### src/rtl/core/sfjq_pkg.sv
`timescale 1ns / 1ps
// shared types and constants for the single-server fifo job queue core
// no dependencies; every other file in rtl/core refers to this package

package sfjq_pkg;

  localparam int unsigned QUEUE_DEPTH = 3;
  localparam int unsigned TIME_BITS   = 24;
  localparam int unsigned ID_BITS     = 16;

  // queue index and fill count widths
  localparam int unsigned IDX_BITS = (QUEUE_DEPTH > 1) ? $clog2(QUEUE_DEPTH) : 1;
  localparam int unsigned CNT_BITS = $clog2(QUEUE_DEPTH + 1);

  typedef logic [TIME_BITS-1:0] time_t;
  typedef logic [ID_BITS-1:0]   id_t;
  typedef logic [IDX_BITS-1:0]  idx_t;
  typedef logic [CNT_BITS-1:0]  cnt_t;

  localparam time_t TIME_MAX = {TIME_BITS{1'b1}};
  localparam cnt_t  CNT_FULL = CNT_BITS'(QUEUE_DEPTH);

  typedef enum logic {
    ACT_ARRIVE = 1'b0,
    ACT_END    = 1'b1
  } action_e;

  typedef enum logic {
    OUT_DONE  = 1'b0,
    OUT_ABORT = 1'b1
  } outcome_e;

  typedef enum logic {
    ST_IDLE,
    ST_RUN
  } state_e;

  typedef struct packed {
    id_t   id;
    time_t arrival;
    time_t length;
    time_t deadline;
  } job_t;

  typedef struct packed {
    logic push;
    logic pop;
  } fifo_ctrl_t;

  typedef struct packed {
    cnt_t count;
    logic empty;
    logic full;
  } fifo_stat_t;

endpackage

### src/rtl/core/sfjq_if.sv
`timescale 1ns / 1ps
// valid/ready channels for job items in and outcome records out
// depends on sfjq_pkg for field types

interface sfjq_job_if;
  logic             valid;
  logic             ready;
  logic             action;
  sfjq_pkg::id_t    job_id;
  sfjq_pkg::time_t  arrival_time;
  sfjq_pkg::time_t  run_length;
  sfjq_pkg::time_t  deadline;

  modport source (output valid, action, job_id, arrival_time, run_length, deadline,
                  input ready);
  modport sink   (input valid, action, job_id, arrival_time, run_length, deadline,
                  output ready);
endinterface

interface sfjq_rec_if;
  logic             valid;
  logic             ready;
  logic             outcome;
  sfjq_pkg::id_t    result_id;
  sfjq_pkg::time_t  event_time;
  sfjq_pkg::time_t  delay;
  logic             last;

  modport source (output valid, outcome, result_id, event_time, delay, last,
                  input ready);
  modport sink   (input valid, outcome, result_id, event_time, delay, last,
                  output ready);
endinterface

### src/rtl/core/sfjq_fifo.sv
`timescale 1ns / 1ps
// circular waiting queue of jobs with head pointer and fill count
// depends on sfjq_pkg

module sfjq_fifo (
  input  logic                 clk_i,
  input  logic                 rst_ni,
  input  sfjq_pkg::fifo_ctrl_t ctrl_i,
  input  sfjq_pkg::job_t       wr_job_i,
  output sfjq_pkg::job_t       rd_job_o,
  output sfjq_pkg::fifo_stat_t stat_o
);

  localparam int unsigned SUM_BITS = sfjq_pkg::IDX_BITS + 2;

  sfjq_pkg::job_t mem_q [sfjq_pkg::QUEUE_DEPTH];
  sfjq_pkg::idx_t head_q, head_d;
  sfjq_pkg::cnt_t count_q, count_d;
  logic [SUM_BITS-1:0] tail_sum, head_inc;
  sfjq_pkg::idx_t tail;

  // tail = (head + count) mod depth, sum stays below twice the depth
  always_comb begin
    tail_sum = SUM_BITS'(head_q) + SUM_BITS'(count_q);
    if (tail_sum >= SUM_BITS'(sfjq_pkg::QUEUE_DEPTH)) begin
      tail_sum = tail_sum - SUM_BITS'(sfjq_pkg::QUEUE_DEPTH);
    end
    tail = tail_sum[sfjq_pkg::IDX_BITS-1:0];
  end

  always_comb begin
    head_inc = SUM_BITS'(head_q) + SUM_BITS'(1);
    if (head_inc >= SUM_BITS'(sfjq_pkg::QUEUE_DEPTH)) begin
      head_inc = '0;
    end
    head_d  = ctrl_i.pop ? head_inc[sfjq_pkg::IDX_BITS-1:0] : head_q;
    count_d = count_q;
    if (ctrl_i.push && !ctrl_i.pop) begin
      count_d = count_q + sfjq_pkg::cnt_t'(1);
    end else if (ctrl_i.pop && !ctrl_i.push) begin
      count_d = count_q - sfjq_pkg::cnt_t'(1);
    end
  end

  always_ff @(posedge clk_i or negedge rst_ni) begin
    if (!rst_ni) begin
      head_q  <= '0;
      count_q <= '0;
    end else begin
      head_q  <= head_d;
      count_q <= count_d;
    end
  end

  // entries carry no reset, only the slots the count covers from the head are ever used
  always_ff @(posedge clk_i) begin
    if (ctrl_i.push) begin
      mem_q[tail] <= wr_job_i;
    end
  end

  assign rd_job_o     = mem_q[head_q];
  assign stat_o.count = count_q;
  assign stat_o.empty = (count_q == '0);
  assign stat_o.full  = (count_q == sfjq_pkg::CNT_FULL);

endmodule

### src/rtl/core/sfjq_unit.sv
`timescale 1ns / 1ps
// shared time unit: saturating finish time, fit and expiry tests, clamped delays
// depends on sfjq_pkg

module sfjq_unit (
  input  sfjq_pkg::time_t base_i,
  input  sfjq_pkg::time_t len_i,
  input  sfjq_pkg::time_t dl_i,
  input  sfjq_pkg::time_t arr_i,
  output sfjq_pkg::time_t fin_o,
  output logic            fits_o,
  output logic            expired_o,
  output sfjq_pkg::time_t base_delay_o,
  output sfjq_pkg::time_t dl_delay_o
);

  logic [sfjq_pkg::TIME_BITS:0] sum;

  // exact sum for the fit test, saturated copy for the finish time
  assign sum       = {1'b0, base_i} + {1'b0, len_i};
  assign fits_o    = (sum <= {1'b0, dl_i});
  assign expired_o = (dl_i <= base_i);
  assign fin_o     = sum[sfjq_pkg::TIME_BITS] ? sfjq_pkg::TIME_MAX
                                              : sum[sfjq_pkg::TIME_BITS-1:0];

  assign base_delay_o = (base_i >= arr_i) ? (base_i - arr_i) : '0;
  assign dl_delay_o   = (dl_i >= arr_i) ? (dl_i - arr_i) : '0;

endmodule

### src/rtl/core/single_server_fifo_job_queue_core.sv
`timescale 1ns / 1ps
// single-server fifo job queue core: each item pops k queued jobs (0..3), one per
// step, and holds the input until its step without a pop; output stalls delay it
// one record at most leaves per cycle, only while the receiver is ready, through a registered
// output stage; the pop loop shares one time unit and the queue's single read port
// async active-low reset clears state, free time, queue pointers and output valid
// depends on sfjq_pkg, sfjq_if, sfjq_fifo and sfjq_unit

module single_server_fifo_job_queue_core (
  input  logic              clk_i,
  input  logic              rst_ni,
  sfjq_job_if.sink          job_i,
  sfjq_rec_if.source        rec_o
);

  // sequencer
  sfjq_pkg::state_e state_q, state_d;

  // latched item
  sfjq_pkg::action_e act_q;
  sfjq_pkg::id_t     id_q;
  sfjq_pkg::time_t   arr_q;
  sfjq_pkg::time_t   len_q;
  sfjq_pkg::time_t   dl_q;

  // server free time
  sfjq_pkg::time_t free_at_q, free_at_d;

  // output register
  logic               rec_valid_q, rec_valid_d;
  sfjq_pkg::outcome_e rec_outcome_q, rec_outcome_d;
  sfjq_pkg::id_t      rec_id_q, rec_id_d;
  sfjq_pkg::time_t    rec_time_q, rec_time_d;
  sfjq_pkg::time_t    rec_delay_q, rec_delay_d;
  logic               rec_last_q, rec_last_d;

  // queue
  sfjq_pkg::fifo_ctrl_t fifo_ctrl;
  sfjq_pkg::fifo_stat_t fifo_stat;
  sfjq_pkg::job_t       head_job, new_job;

  // time unit operands and results
  sfjq_pkg::time_t u_base, u_len, u_dl, u_arr;
  sfjq_pkg::time_t u_fin, u_base_delay, u_dl_delay;
  logic            u_fits, u_expired;

  logic            step_en;   // output slot free for a new record
  logic            pop_go;    // next step services the queue head
  logic            emit;
  sfjq_pkg::time_t free_next;

  assign job_i.ready = (state_q == sfjq_pkg::ST_IDLE);
  assign step_en     = !rec_valid_q || rec_o.ready;

  // drain while jobs wait, for an end item or a server free by the arrival
  assign pop_go = !fifo_stat.empty &&
                  ((act_q == sfjq_pkg::ACT_END) || (free_at_q <= arr_q));

  assign new_job.id       = id_q;
  assign new_job.arrival  = arr_q;
  assign new_job.length   = len_q;
  assign new_job.deadline = dl_q;

  sfjq_fifo u_fifo (
    .clk_i    (clk_i),
    .rst_ni   (rst_ni),
    .ctrl_i   (fifo_ctrl),
    .wr_job_i (new_job),
    .rd_job_o (head_job),
    .stat_o   (fifo_stat)
  );

  // one adder serves both the queued head (at free time) and the arrival itself
  assign u_base = pop_go ? free_at_q          : arr_q;
  assign u_len  = pop_go ? head_job.length    : len_q;
  assign u_dl   = pop_go ? head_job.deadline  : dl_q;
  assign u_arr  = pop_go ? head_job.arrival   : arr_q;

  sfjq_unit u_unit (
    .base_i       (u_base),
    .len_i        (u_len),
    .dl_i         (u_dl),
    .arr_i        (u_arr),
    .fin_o        (u_fin),
    .fits_o       (u_fits),
    .expired_o    (u_expired),
    .base_delay_o (u_base_delay),
    .dl_delay_o   (u_dl_delay)
  );

  // next state
  always_comb begin
    state_d = state_q;
    case (state_q)
      sfjq_pkg::ST_IDLE: begin
        if (job_i.valid) begin
          state_d = sfjq_pkg::ST_RUN;
        end
      end
      sfjq_pkg::ST_RUN: begin
        // the step without a pop settles the item
        if (step_en && !pop_go) begin
          state_d = sfjq_pkg::ST_IDLE;
        end
      end
      default: state_d = sfjq_pkg::ST_IDLE;
    endcase
  end

  // step outputs
  always_comb begin
    fifo_ctrl     = '0;
    free_at_d     = free_at_q;
    free_next     = free_at_q;
    emit          = 1'b0;
    rec_outcome_d = rec_outcome_q;
    rec_id_d      = rec_id_q;
    rec_time_d    = rec_time_q;
    rec_delay_d   = rec_delay_q;
    rec_last_d    = rec_last_q;

    case (state_q)
      sfjq_pkg::ST_RUN: begin
        if (step_en) begin
          if (pop_go) begin
            fifo_ctrl.pop = 1'b1;
            emit          = 1'b1;
            rec_id_d      = head_job.id;
            if (u_expired) begin
              // deadline already gone: abort at free time, server stays free
              rec_outcome_d = sfjq_pkg::OUT_ABORT;
              rec_time_d    = free_at_q;
              rec_delay_d   = u_base_delay;
            end else if (u_fits) begin
              rec_outcome_d = sfjq_pkg::OUT_DONE;
              rec_time_d    = u_fin;
              rec_delay_d   = u_base_delay;
              free_next     = u_fin;
            end else begin
              // runs up to its deadline and is cut off there
              rec_outcome_d = sfjq_pkg::OUT_ABORT;
              rec_time_d    = head_job.deadline;
              rec_delay_d   = u_dl_delay;
              free_next     = head_job.deadline;
            end
            free_at_d = free_next;
            // end of stream: last pop empties the queue
            // arrival: once the server is busy past it, the arrival only queues
            if (act_q == sfjq_pkg::ACT_END) begin
              rec_last_d = (fifo_stat.count == sfjq_pkg::cnt_t'(1));
            end else begin
              rec_last_d = (free_next > arr_q);
            end
          end else if (act_q == sfjq_pkg::ACT_ARRIVE) begin
            if (free_at_q <= arr_q) begin
              // idle server: start at once, no deadline check
              emit          = 1'b1;
              rec_outcome_d = sfjq_pkg::OUT_DONE;
              rec_id_d      = id_q;
              rec_time_d    = u_fin;
              rec_delay_d   = '0;
              rec_last_d    = 1'b1;
              free_at_d     = u_fin;
            end else if (!fifo_stat.full) begin
              fifo_ctrl.push = 1'b1;
            end else begin
              // busy and queue full: reject on arrival
              emit          = 1'b1;
              rec_outcome_d = sfjq_pkg::OUT_ABORT;
              rec_id_d      = id_q;
              rec_time_d    = arr_q;
              rec_delay_d   = '0;
              rec_last_d    = 1'b1;
            end
          end
        end
      end
      default: begin
      end
    endcase

    if (emit) begin
      rec_valid_d = 1'b1;
    end else if (rec_o.ready) begin
      rec_valid_d = 1'b0;
    end else begin
      rec_valid_d = rec_valid_q;
    end
  end

  always_ff @(posedge clk_i or negedge rst_ni) begin
    if (!rst_ni) begin
      state_q     <= sfjq_pkg::ST_IDLE;
      free_at_q   <= '0;
      rec_valid_q <= 1'b0;
    end else begin
      state_q     <= state_d;
      free_at_q   <= free_at_d;
      rec_valid_q <= rec_valid_d;
    end
  end

  // item capture and record payload, no reset needed
  always_ff @(posedge clk_i) begin
    if (job_i.valid && job_i.ready) begin
      act_q <= sfjq_pkg::action_e'(job_i.action);
      id_q  <= job_i.job_id;
      arr_q <= job_i.arrival_time;
      len_q <= job_i.run_length;
      dl_q  <= job_i.deadline;
    end
    rec_outcome_q <= rec_outcome_d;
    rec_id_q      <= rec_id_d;
    rec_time_q    <= rec_time_d;
    rec_delay_q   <= rec_delay_d;
    rec_last_q    <= rec_last_d;
  end

  assign rec_o.valid      = rec_valid_q;
  assign rec_o.outcome    = rec_outcome_q;
  assign rec_o.result_id  = rec_id_q;
  assign rec_o.event_time = rec_time_q;
  assign rec_o.delay      = rec_delay_q;
  assign rec_o.last       = rec_last_q;

endmodule

### src/flat_wrapper.sv
// flat-port wrapper written by rule: the top's interface ports become plain ports
module single_server_fifo_job_queue_core_flat 
  (clk_i, rst_ni, job_i_valid, job_i_action, job_i_job_id, job_i_arrival_time, job_i_run_length, job_i_deadline, job_i_ready, rec_o_valid, rec_o_outcome, rec_o_result_id, rec_o_event_time, rec_o_delay, rec_o_last, rec_o_ready);
  sfjq_job_if job_i_i ();
  sfjq_rec_if rec_o_i ();
  input  logic clk_i;
  input  logic rst_ni;
  input wire logic [$bits(job_i_i.valid)-1:0] job_i_valid;
  input wire logic [$bits(job_i_i.action)-1:0] job_i_action;
  input wire logic [$bits(job_i_i.job_id)-1:0] job_i_job_id;
  input wire logic [$bits(job_i_i.arrival_time)-1:0] job_i_arrival_time;
  input wire logic [$bits(job_i_i.run_length)-1:0] job_i_run_length;
  input wire logic [$bits(job_i_i.deadline)-1:0] job_i_deadline;
  output wire logic [$bits(job_i_i.ready)-1:0] job_i_ready;
  output wire logic [$bits(rec_o_i.valid)-1:0] rec_o_valid;
  output wire logic [$bits(rec_o_i.outcome)-1:0] rec_o_outcome;
  output wire logic [$bits(rec_o_i.result_id)-1:0] rec_o_result_id;
  output wire logic [$bits(rec_o_i.event_time)-1:0] rec_o_event_time;
  output wire logic [$bits(rec_o_i.delay)-1:0] rec_o_delay;
  output wire logic [$bits(rec_o_i.last)-1:0] rec_o_last;
  input wire logic [$bits(rec_o_i.ready)-1:0] rec_o_ready;
  assign job_i_i.valid = job_i_valid;
  assign job_i_i.action = job_i_action;
  assign job_i_i.job_id = job_i_job_id;
  assign job_i_i.arrival_time = job_i_arrival_time;
  assign job_i_i.run_length = job_i_run_length;
  assign job_i_i.deadline = job_i_deadline;
  assign job_i_ready = job_i_i.ready;
  assign rec_o_valid = rec_o_i.valid;
  assign rec_o_outcome = rec_o_i.outcome;
  assign rec_o_result_id = rec_o_i.result_id;
  assign rec_o_event_time = rec_o_i.event_time;
  assign rec_o_delay = rec_o_i.delay;
  assign rec_o_last = rec_o_i.last;
  assign rec_o_i.ready = rec_o_ready;
  single_server_fifo_job_queue_core u_core (.clk_i(clk_i), .rst_ni(rst_ni), .job_i(job_i_i), .rec_o(rec_o_i));
endmodule
### config.mk
export PLATFORM = sky130hd
export DESIGN_NAME = single_server_fifo_job_queue_core_flat
export DESIGN_NICKNAME = d
export VERILOG_FILES = /design/src/rtl/core/sfjq_pkg.sv /design/src/rtl/core/sfjq_if.sv /design/src/rtl/core/sfjq_fifo.sv /design/src/rtl/core/sfjq_unit.sv /design/src/rtl/core/single_server_fifo_job_queue_core.sv /design/src/flat_wrapper.sv
export SDC_FILE = /design/constraint.sdc
export NUM_CORES = 1
export LEC_CHECK = 0
export BUFFER_PORTS_ARGS = -buffer_cell sky130_fd_sc_hd__buf_4
export CAP_MARGIN = 15
export CORE_MARGIN = 2
export CORE_UTILIZATION = 60
export DETAILED_ROUTE_END_ITERATION = 8
export GPL_ROUTABILITY_DRIVEN = 1
export PLACE_DENSITY = 0.89
export SLEW_MARGIN = 20
export SYNTH_ARGS = -nofsm -noshare
export SYNTH_HDL_FRONTEND = slang
export SYNTH_SLANG_ARGS = --single-unit
### constraint.sdc
create_clock -name clk_i -period 15.25 [get_ports clk_i]
set_clock_uncertainty 0.1 [all_clocks]
set_input_delay 0 -clock clk_i [delete_from_list [all_inputs] [get_ports clk_i]]
set_output_delay 0 -clock clk_i [all_outputs]
set_load 0.01 [all_outputs]
### Word-level counts from Yosys, hierarchy flattened

Memories as Yosys holds them, arrays and structs flattened.
Index checks and enable logic that the tools add are counted.

* bitwise logic cells: 1
* equality and inequality tests: 3
* muxes and demuxes: 63
* add/subtract/negate cells: 8
* reduce and logical (&&, ||, !) cells: 19
* magnitude comparators: 8

Operators with widths (count)
* 24-bit two-way mux: 25
* 16-bit two-way mux: 4
* 24-bit >= comparator: 2
* 24-bit <= comparator: 2
* 24-bit subtractor: 2
* 1-bit two-way mux: 27
* 24-bit by 24-bit adder with 25-bit output: 1
* 25-bit by 24-bit <= comparator with 1-bit output: 1
* 24-bit > comparator: 1
* 2-bit two-way mux: 6
* 4-bit AND reduction: 2
* 3-bit by 2-bit >= comparator with 1-bit output, second input constant: 2
* 2-bit nonzero test: 3
* 1-bit logical AND: 5
* 1-bit zero test: 5
* 2-bit by 1-bit adder with 3-bit output, second input constant: 1
* 2-bit by 2-bit adder with 3-bit output: 1
* 3-bit nonzero test: 1
* 2-bit by 1-bit adder with 2-bit output, second input constant: 1
* 2-bit by 1-bit == test with 1-bit output, second input constant: 1
* 2-bit == test, second input constant: 1
* 2-bit zero test: 1
* 1-bit logical OR: 2
* 2-bit != test, second input constant: 1
* 4 further kinds: 4

* output and inout bits: 68
* memories kept: 1
* register bits: 185
* bits in writable memories: 264
* bits of input ports: 93

Memories
* u_core.u_fifo.mem_q: depth 3, bits a word 88, read ports 1, clocked after memory_dff 0, wr ports 1, RTL line sfjq_fifo.sv:16 `sfjq_pkg::job_t mem_q [sfjq_pkg::QUEUE_DEPTH];`

### Depth between registers and ports, before layout

Gate-level depths: netlist of the first run.

* depth in word-level cells: 14
* depth in mapped cells: 44

### By module

A second synthesis of the first run with hierarchy kept.

* cells, all modules: 2186
* area, all modules: 25993.7 um^2

Modules (own cells, without submodules)
* single_server_fifo_job_queue_core: cells an instance 823, area an instance 10377.5 um^2, times used 1, seq. area each 5305.1 um^2
* sfjq_fifo: cells an instance 592, area an instance 10229.8 um^2, times used 1, seq. area each 8027.7 um^2
* sfjq_unit: cells an instance 771, area an instance 5386.4 um^2, times used 1, seq. area each 0.0 um^2

### Worst setup path after synthesis of the first run

OpenSTA, ideal clock, no wires.

* kind: register to register
* from: register u_core.arr_q[3]
* to: register u_core.rec_last_q (netlist: u_core.rec_o.last), data pin
* cell stages (with the launch flop): 44
* data arrival time: 8.050 ns
* path buffers: 5
* period minus slack after synthesis: 8.411 ns
* setup slack: 6.839 ns
* required time: 14.889 ns
* cell sequence: edfxtp_1 > inv_1 > ha_1 > a211o_1 > o211ai_1 > a31oi_1 > o41ai_1 > a21oi_1 > a21o_1 > clkbuf_1 > clkbuf_1 > clkbuf_1 > nand2_1 > nand2_1 > ha_1 > fa_1 > a211oi_2 > o211ai_2 > [8 not listed] > a221o_1 > o211ai_1 > a21boi_2 > buf_6 > buf_6 > mux2i_1 > mux2i_1 > inv_1 > ha_1 > a21o_1 > a21oi_1 > nor2b_1 > o31a_1 > o21a_1 > o21ai_0 > o211ai_1 > a221o_1 > a221o_1

* word-level cells in the longest chain between the ends: 14

RTL lines
* from (decl): RTL line single_server_fifo_job_queue_core.sv:22 `sfjq_pkg::time_t arr_q;`
* from (signal assigned): RTL line single_server_fifo_job_queue_core.sv:208 `arr_q <= job_i.arrival_time;`
* 24-bit <= comparator: RTL line single_server_fifo_job_queue_core.sv:57, single_server_fifo_job_queue_core.sv:155
* 1-bit logical OR: RTL line single_server_fifo_job_queue_core.sv:57 `((act_q == sfjq_pkg::ACT_END) || (free_at_q <= arr_q));`
* 1-bit logical AND: RTL line single_server_fifo_job_queue_core.sv:56 `assign pop_go = !fifo_stat.empty &&`
* 24-bit two-way mux, on equally long branches: RTL line single_server_fifo_job_queue_core.sv:74, single_server_fifo_job_queue_core.sv:75
* 24-bit by 24-bit adder with 25-bit output: RTL line sfjq_unit.sv:20 `assign sum = {1'b0, base_i} + {1'b0, len_i};`
* 25-bit by 24-bit <= comparator with 1-bit output / 24-bit two-way mux (equally long branches): RTL line sfjq_unit.sv:21, sfjq_unit.sv:23
* 24-bit two-way mux: RTL line single_server_fifo_job_queue_core.sv:134 `end else if (u_fits) begin`
* 24-bit two-way mux: RTL line single_server_fifo_job_queue_core.sv:129 `if (u_expired) begin`
* 24-bit two-way mux: RTL line single_server_fifo_job_queue_core.sv:125 `if (pop_go) begin`
* 24-bit two-way mux: RTL line single_server_fifo_job_queue_core.sv:124 `if (step_en) begin`
* 24-bit two-way mux: RTL line single_server_fifo_job_queue_core.sv:122 `case (state_q)`
* 24-bit > comparator: RTL line single_server_fifo_job_queue_core.sv:152 `rec_last_d = (free_next > arr_q);`
* 1-bit two-way mux: RTL line single_server_fifo_job_queue_core.sv:149 `if (act_q == sfjq_pkg::ACT_END) begin`
* 1-bit two-way mux (*): RTL line single_server_fifo_job_queue_core.sv:125
* to (signal assigned): RTL line single_server_fifo_job_queue_core.sv:216 `rec_last_q <= rec_last_d;`
* to (decl): RTL line single_server_fifo_job_queue_core.sv:35 `logic rec_last_q, rec_last_d;`

Mark *: on every way between the ends. The rest lies on a longest branch, timed or not. The select of a mux whose other input is x is not followed.
A chain may end at the register's enable or synchronous reset.

### Final worst setup path of the first run

* from: register u_core.arr_q[22]
* to: register u_core.rec_last_q (netlist: u_core.rec_o.last), data pin

The elaborated chain is that of the path after synthesis.

==> results of run 1 <==
==> cell type report <==
type / count / area, µm²
Multi-Input combinational cell: 1531 / 10400
Fill cell: 2686 / 11600
Clock inverter: 28 / 288
Tap cell: 532 / 666
Timing Repair Buffer: 298 / 2500
Inverter: 142 / 533
Sequential cell: 449 / 13300
Clock buffer: 56 / 1230
==> stage by stage <==
step,instance area [µm²],worst slack [ns],util [%],hold slack [ns]
after floorplan,24600,6.84,-,-0.396
after global placement,26400,4.75,65.1,-0.0864
after detailed placement,26400,4.62,65.1,-0.0897
after CTS,29000,4.57,71.3,0.00202
after global routing,29000,3.78,71.3,0.0154
final,29000,4.20,71.3,0.0193
==> metal layers <==
metal  GRT usage (%)  part of all wire, %  routed length, µm
met3            7.68                  9.4               7400
met4            16.5                  4.7               3720
met2            58.7                   46              35900
met5               0                    0                  0
met1            49.4                   40              31300
==> cell families after synthesis <==
group,after synthesis,synth area share [%]
adder cells (fa/ha/maj),178,9.17
XOR/XNOR,54,1.92
buffers and inverters,234,3.69
flip-flops,449,54.2
AO/OA/AOI/OAI,577,14.6
AND/OR/NAND/NOR,567,10.0
multiplexers,155,6.41
==> critical path, delay by kind of cell, from the launching register on <==
| family | cells | cell delay, ns |
|---|---|---|
| AOI/OAI and AO/OA | 16 | 4.56 |
| adders and majority gates | 4 | 1.47 |
| and+or+nand+nor | 9 | 1.42 |
| buffers and inverters | 6 | 1.36 |
| xor gates and xnor gates | 1 | 0.77 |
| muxes | 2 | 0.58 |
| DFF | 1 | 0.45 |
==> flip-flops by register name (all words and copies together) (netlist names), 2 cells and up <==
name                     count
u_core.dl_q                 24
u_core.free_at_q            24
u_core.rec_o.delay          24
u_core.len_q                24
u_core.arr_q                24
u_core.u_fifo.count_q        2
u_core.rec_o.event_time     24
u_core.rec_o.result_id      16
u_core.u_fifo.head_q         2
u_core.id_q                 16
u_core.u_fifo.mem_q        264
==> path summary, 6_finish.rpt <==
| check | startpoint | end | slack (ns) | cells after the start |
|---|---|---|---|---|
| min in group asynchronous | rst_ni | u_core.free_at_q[0]$_DFFE_PN0P_ | 0.37 | 4 |
| max reg2reg | u_core.arr_q[22]$_DFFE_PP_ | u_core.rec_o.last$_SDFFCE_PP1P_ | 4.20 | 38 |
| min | job_i_run_length[0] | u_core.len_q[0]$_DFFE_PP_ | 0.02 | 2 |
| max | u_core.arr_q[22]$_DFFE_PP_ | u_core.rec_o.last$_SDFFCE_PP1P_ | 4.20 | 38 |
| min reg2reg | u_core.len_q[9]$_DFFE_PP_ | u_core.u_fifo.mem_q[1][33]$_DFFE_PP_ | 0.41 | 0 |
| max in group asynchronous | rst_ni | u_core.u_fifo.head_q[0]$_DFFE_PN0P_ | 14.45 | 4 |
==> layout by cell type (no fill, tap or decap), types with 13 or more instances in the layout <==
| master | n |
|---|---|
| edfxtp_1 | 419 |
| a21oi_1 | 233 |
| nor2_1 | 216 |
| buf_4 | 195 |
| nand2_1 | 192 |
| ha_1 | 174 |
| inv_1 | 140 |
| mux2i_1 | 137 |
| o21ai_0 | 120 |
| dlygate4sd3_1 | 102 |
| clkbuf_16 | 47 |
| a21o_1 | 42 |
| nand3_1 | 34 |
| xor2_1 | 28 |
| dfrtp_1 | 28 |
| xnor2_1 | 26 |
| nand4_1 | 22 |
| nor3_1 | 22 |
| o21a_1 | 20 |
| o221ai_1 | 18 |
| mux2_2 | 17 |
| a211oi_1 | 16 |
| nand2b_1 | 16 |
| and2_1 | 15 |
| o211ai_1 | 13 |
| a22oi_1 | 13 |
==> results.txt, run 1 <==
Vias/cell -> 6.32
Cell Count, Final, Fillers Out -> 3,036
Fin. max-slew vios -> 0
Synth cell types -> 72
I/O pin total -> 161
Share of the synthesized area in the top cell type -> 51.1%
Post-synth top cells -> edfxtp_1 (419), a21oi_1 (234), nor2_1 (220)
Hold crit path type -> primary input to flop
Post-synth EDFFs -> 419
WS Path Type -> flop to flop
IO buf count -> 160
Vias in the first global route -> 18,766
Final GP Congestion -> 0.993
Hold Vio Cnt, Final -> 0
Synth async-reset ratio -> 6.68%
Syn nets -> 2,485
Largest stage delay on the critical path -> 0.77 ns
CTS tree -> done
Share of layout cells above drive strength 1 -> 12.6%
Routed Antenna Nets -> 0
Register bit count reported by yosys -> 449
Cts hold-fix bufs -> 103
Synthesized area per cell -> 11.1 µm²
Clock sink count -> 449
First DRT Iteration DRCs -> 2,047
CTS Root Cell -> clkbuf_16
Initial antenna violation count -> 0
Cts repair resizes -> 0
Setup_tns -> 0 ns
Final period util -> 72.5%
Setup bufs post-CTS -> 0
Die Ht -> 207 µm
Cell taking the most area after synthesis -> edfxtp_1
Die Width -> 207 µm
WL final -> 78,400 µm
Synthesized cell area -> 24,600 µm²
First-pass GRT wire length -> 115,000 µm
Critical path endpoint category -> flop
Top-count cell post-synth -> edfxtp_1
FP Rows -> 74
Primary FF master, synth -> edfxtp_1
CTS buffer count -> 46
DR WL/cell -> 25.8 µm
Sequential share of the synthesized area -> 54.2%
Full die area -> 42,700 µm²
Period minus WS final -> 11.05 ns
Hpwl dp -> 53,400 µm
Clk_lat worst skew -> 0.60 ns
Max-slew headroom -> 16.9%
Clock transition at path regs -> 0.07 ns
Pin count of the biggest net entering global routing -> 93
P&R area growth vs syn -> 17.8%
Startpoint Class -> flop
CP required -> 15.50 ns
First-pass iteration count of the detailed router -> 6
YS warnings -> 0
Inserted Diodes -> 0
Grt ovf -> 0
Nets@finish -> 2,739
Fmax -> 0.0905 GHz
CP max-delay cell -> xnor2_1
RSZ-0062 raised after global routing -> no
Status -> complete, no violations
Dpl cells -> 2,849
Arrival time worst endpoint -> 11.30 ns
Synthesized instance count -> 2,214
Initial Util -> 60.6%
Vias post-DR -> 19,183
H-tree level count -> 2
Slew of the pin with the lowest slew margin -> 1.23 ns
Final Setup Violations -> 0
Synth area leaders -> edfxtp_1 (51%), ha_1 (8.8%), mux2i_1 (5.6%)
CP max FO -> 76
DRC -> 0
Placeable core area -> 40,600 µm²
Total GRT Usage -> 37.0%
Maximum capacitance violations -> 0
Clk buf depth -> 3
Power of run 1 is left out: the tool's default activity adds up to more than one toggle a clock period on the data nets, which glitch-free logic cannot reach.
==> run 2, diff against run 1 <==
ABC_AREA = 1   (was not set)
clock period = 10.6 ns   (was 15.25 ns; I/O delays follow)
==> run 2 against run 1 <==
  * Count of clock-buffer cells in the layout is 5 higher
  * Routed wire length up 14%
  * Global-route usage grew 4.0 points
  * Sequential share of layout area shrank 0.42 points
  * Die area grew 1.8%
  * Via count grew 16%
  * Area after synthesis rose by 1.9%
  * Fmax rose by 21%
  * Critical path type unchanged
  * Critical endpoint unchanged
==> results.txt, run 2 <==
Final Setup Violations -> 0 (unchanged)
Inserted Diodes -> 0 (unchanged)
CP required -> 10.85 ns (-4.65 ns)
Cts hold-fix bufs -> 94 (-8.7%)
FP Rows -> 74 (unchanged)
IO buf count -> 160 (unchanged)
Sequential share of the synthesized area -> 53.2% (-0.99 points)
Fin. max-slew vios -> 0 (unchanged)
CP delay by family, top -> simple AND/OR/NAND/NOR gates
Clk buf depth -> 3 (unchanged)
Buffers & Inverters on Critical Path -> 3 (-3)
Die Width -> 208 µm (+0.91%)
Arrival time worst endpoint -> 9.39 ns (-1.91 ns)
Share of the synthesized area in the top cell type -> 50.2% (-0.93 points)
Clk_lat worst skew -> 0.61 ns (about the same)
Clock sink count -> 449 (unchanged)
Critical path endpoint category -> flop
Routed Antenna Nets -> 0 (unchanged)
Post-synth EDFFs -> 419 (unchanged)
Final period util -> 86.2% (+14 points)
Vias in the first global route -> 21,908 (+17%)
CP max FO -> 121 (+59%)
First-pass iteration count of the detailed router -> 8 (+2)
Most common cell on crit path -> nand2_1
P&R area growth vs syn -> 16.7%
Hpwl dp -> 60,900 µm (+14%)
Synthesized cell area -> 25,100 µm² (+1.9%)
Final GP Congestion -> 1.05 (+5.8%)
CP max-delay cell -> inv_6
Vias/cell -> 6.44 (+2.0%)
RSZ-0062 raised after global routing -> no
Die Ht -> 208 µm (+0.91%)
Vias post-DR -> 22,253 (+16%)
Cts repair resizes -> 0 (unchanged)
Slew of the pin with the lowest slew margin -> 1.25 ns (+0.0182 ns)
I/O pin total -> 161 (unchanged)
Primary FF master, synth -> edfxtp_1
Hold Vio Cnt, Final -> 0 (unchanged)
Setup bufs post-CTS -> 0 (unchanged)
Startpoint Class -> flop
CTS buffer count -> 45 (-2.2%)
Top-count cell post-synth -> nand2_1
Status -> complete, no violations
Clock transition at path regs -> 0.08 ns (about the same)
Post-synth top cells -> nand2_1 (602), edfxtp_1 (419), inv_1 (263)
H-tree level count -> 2 (unchanged)
Fmax -> 0.109 GHz (+21%)
Cell taking the most area after synthesis -> edfxtp_1
R2r setup slk -> 1.46 ns (-2.74 ns)
Maximum capacitance violations -> 0 (unchanged)
WS Path Type -> flop to flop
Register bit count reported by yosys -> 449 (unchanged)
Initial antenna violation count -> 0 (unchanged)
Synth area leaders -> edfxtp_1 (50%), nand2_1 (9.0%), ha_1 (8.7%)
CTS tree -> done
DR WL/cell -> 25.9 µm (+0.13%)
Setup_tns -> 0 ns (unchanged)
Nets@finish -> 3,160 (+15%)
Largest reg by FF count -> u_core.u_fifo.mem_q
Total GRT Usage -> 41.0% (+4.0 points)
First-pass GRT wire length -> 134,000 µm (+16%)
First DRT Iteration DRCs -> 3,295 (+61%)
YS warnings -> 0 (unchanged)
Synthesized area per cell -> 9.45 µm² (-15%)
Commonest non-fill, non-tap cell in the layout -> nand2_1
Synth cell types -> 51 (-29%)
Grt ovf -> 0 (unchanged)
Full die area -> 43,400 µm² (+1.8%)
Synth async-reset ratio -> 6.68% (unchanged)
Initial Util -> 61.1% (+0.57 points)
Period minus WS final -> 9.14 ns (-1.91 ns)
Synthesized instance count -> 2,653 (+20%)
DRC -> 0 (unchanged)
Hold crit path type -> primary input to flop
CTS Root Cell -> clkbuf_16
Syn nets -> 2,924 (+18%)
Placeable core area -> 41,000 µm² (+0.91%)
Fill count -> 2,832 (+5.4%)
Max reg flops -> 264 (unchanged)
Largest stage delay on the critical path -> 0.63 ns (-0.14 ns)
WL final -> 89,300 µm (+14%)
Share of layout cells above drive strength 1 -> 10.7% (-1.9 points)
Pin count of the biggest net entering global routing -> 122 (+31%)
Max-slew headroom -> 16.5% (-0.44 points)
Most frequent cells in the layout -> nand2_1 (601), edfxtp_1 (419), inv_1 (262)
-- run 2: changes by cell type after synthesis, moves of 39 or more --
cell	change
nand2_1	+410
mux2i_1	-137
inv_1	+123
nand3_1	+84
nand4_1	+63
o21ai_0	-41
a21o_1	-39
-- run 2: logic make-up (layout without fill, tap and decap cells) --
| group | after synthesis | after routing | share of synthesized area, % |
|---|---|---|---|
| AOI/OAI and AO/OA | 443 | 443 | 10.1 |
| xor gates and xnor gates | 53 | 53 | 1.85 |
| adders and majority gates | 178 | 178 | 9.00 |
| buffers and inverters | 361 | 630 | 5.67 |
| DFF | 449 | 449 | 53.2 |
| and+or+nand+nor | 1169 | 1169 | 20.2 |
-- run 2: worst reg2reg max path, delay by kind of cell, from the launching register on --
| kind | cells | cell delay (ns) |
|---|---|---|
| and+or+nand+nor | 25 | 5.30 |
| adders and majority gates | 4 | 1.26 |
| buffers and inverters | 3 | 0.95 |
| DFF | 1 | 0.47 |
| xor gates and xnor gates | 1 | 0.47 |
| AOI/OAI and AO/OA | 1 | 0.35 |
-- run 2: worst paths after layout --
check,start,endpoint,depth (start not counted)
worst max-delay path,u_core.arr_q[2]$_DFFE_PP_,u_core.rec_o.last$_SDFFCE_PP1P_,34
worst min register to register,u_core.dl_q[14]$_DFFE_PP_,u_core.u_fifo.mem_q[2][14]$_DFFE_PP_,0
worst min-delay path,job_i_deadline[9],u_core.dl_q[9]$_DFFE_PP_,2
max in group asynchronous,rst_ni,u_core.free_at_q[20]$_DFFE_PN0P_,4
min in group asynchronous,rst_ni,u_core.free_at_q[10]$_DFFE_PN0P_,4
worst max register to register,u_core.arr_q[2]$_DFFE_PP_,u_core.rec_o.last$_SDFFCE_PP1P_,34
-- run 2: layout make-up --
cell class | count | area, µm² | area share (%)
timing repair buffer | 279 | 2340 | 8.01
tap | 532 | 666 | 2.28
sequential | 449 | 13300 | 45.6
clock buffer | 61 | 1210 | 4.13
multi-input combinational | 1843 | 10400 | 35.5
clock inverter | 19 | 303 | 1.04
inverter | 271 | 1020 | 3.50
-- run 2: per-stage QoR --
step                hold WS [ns]  area, µm²  worst slack, ns  std cells  util, %
floorplan                 -0.396      25100             1.67       2653        -
global placement         -0.0972      26800             2.04       3279     65.3
detailed placement        -0.102      26800             1.82       3279     65.3
CTS                      0.00956      29200             1.80       3453     71.3
global route              0.0220      29300             1.07       3454     71.3
finish                    0.0223      29300             1.46       3454     71.3
-- run 2: metal layers --
| layer | share of wire (%) | routed length (µm) | track usage (%) |
|---|---|---|---|
| met5 | 0 | 0 | 0 |
| met4 | 6.8 | 6100 | 21.7 |
| met3 | 11 | 9700 | 7.41 |
| met2 | 47 | 41700 | 67.9 |
| met1 | 36 | 31900 | 51.7 |
Power of run 2 is left out for the same reason.
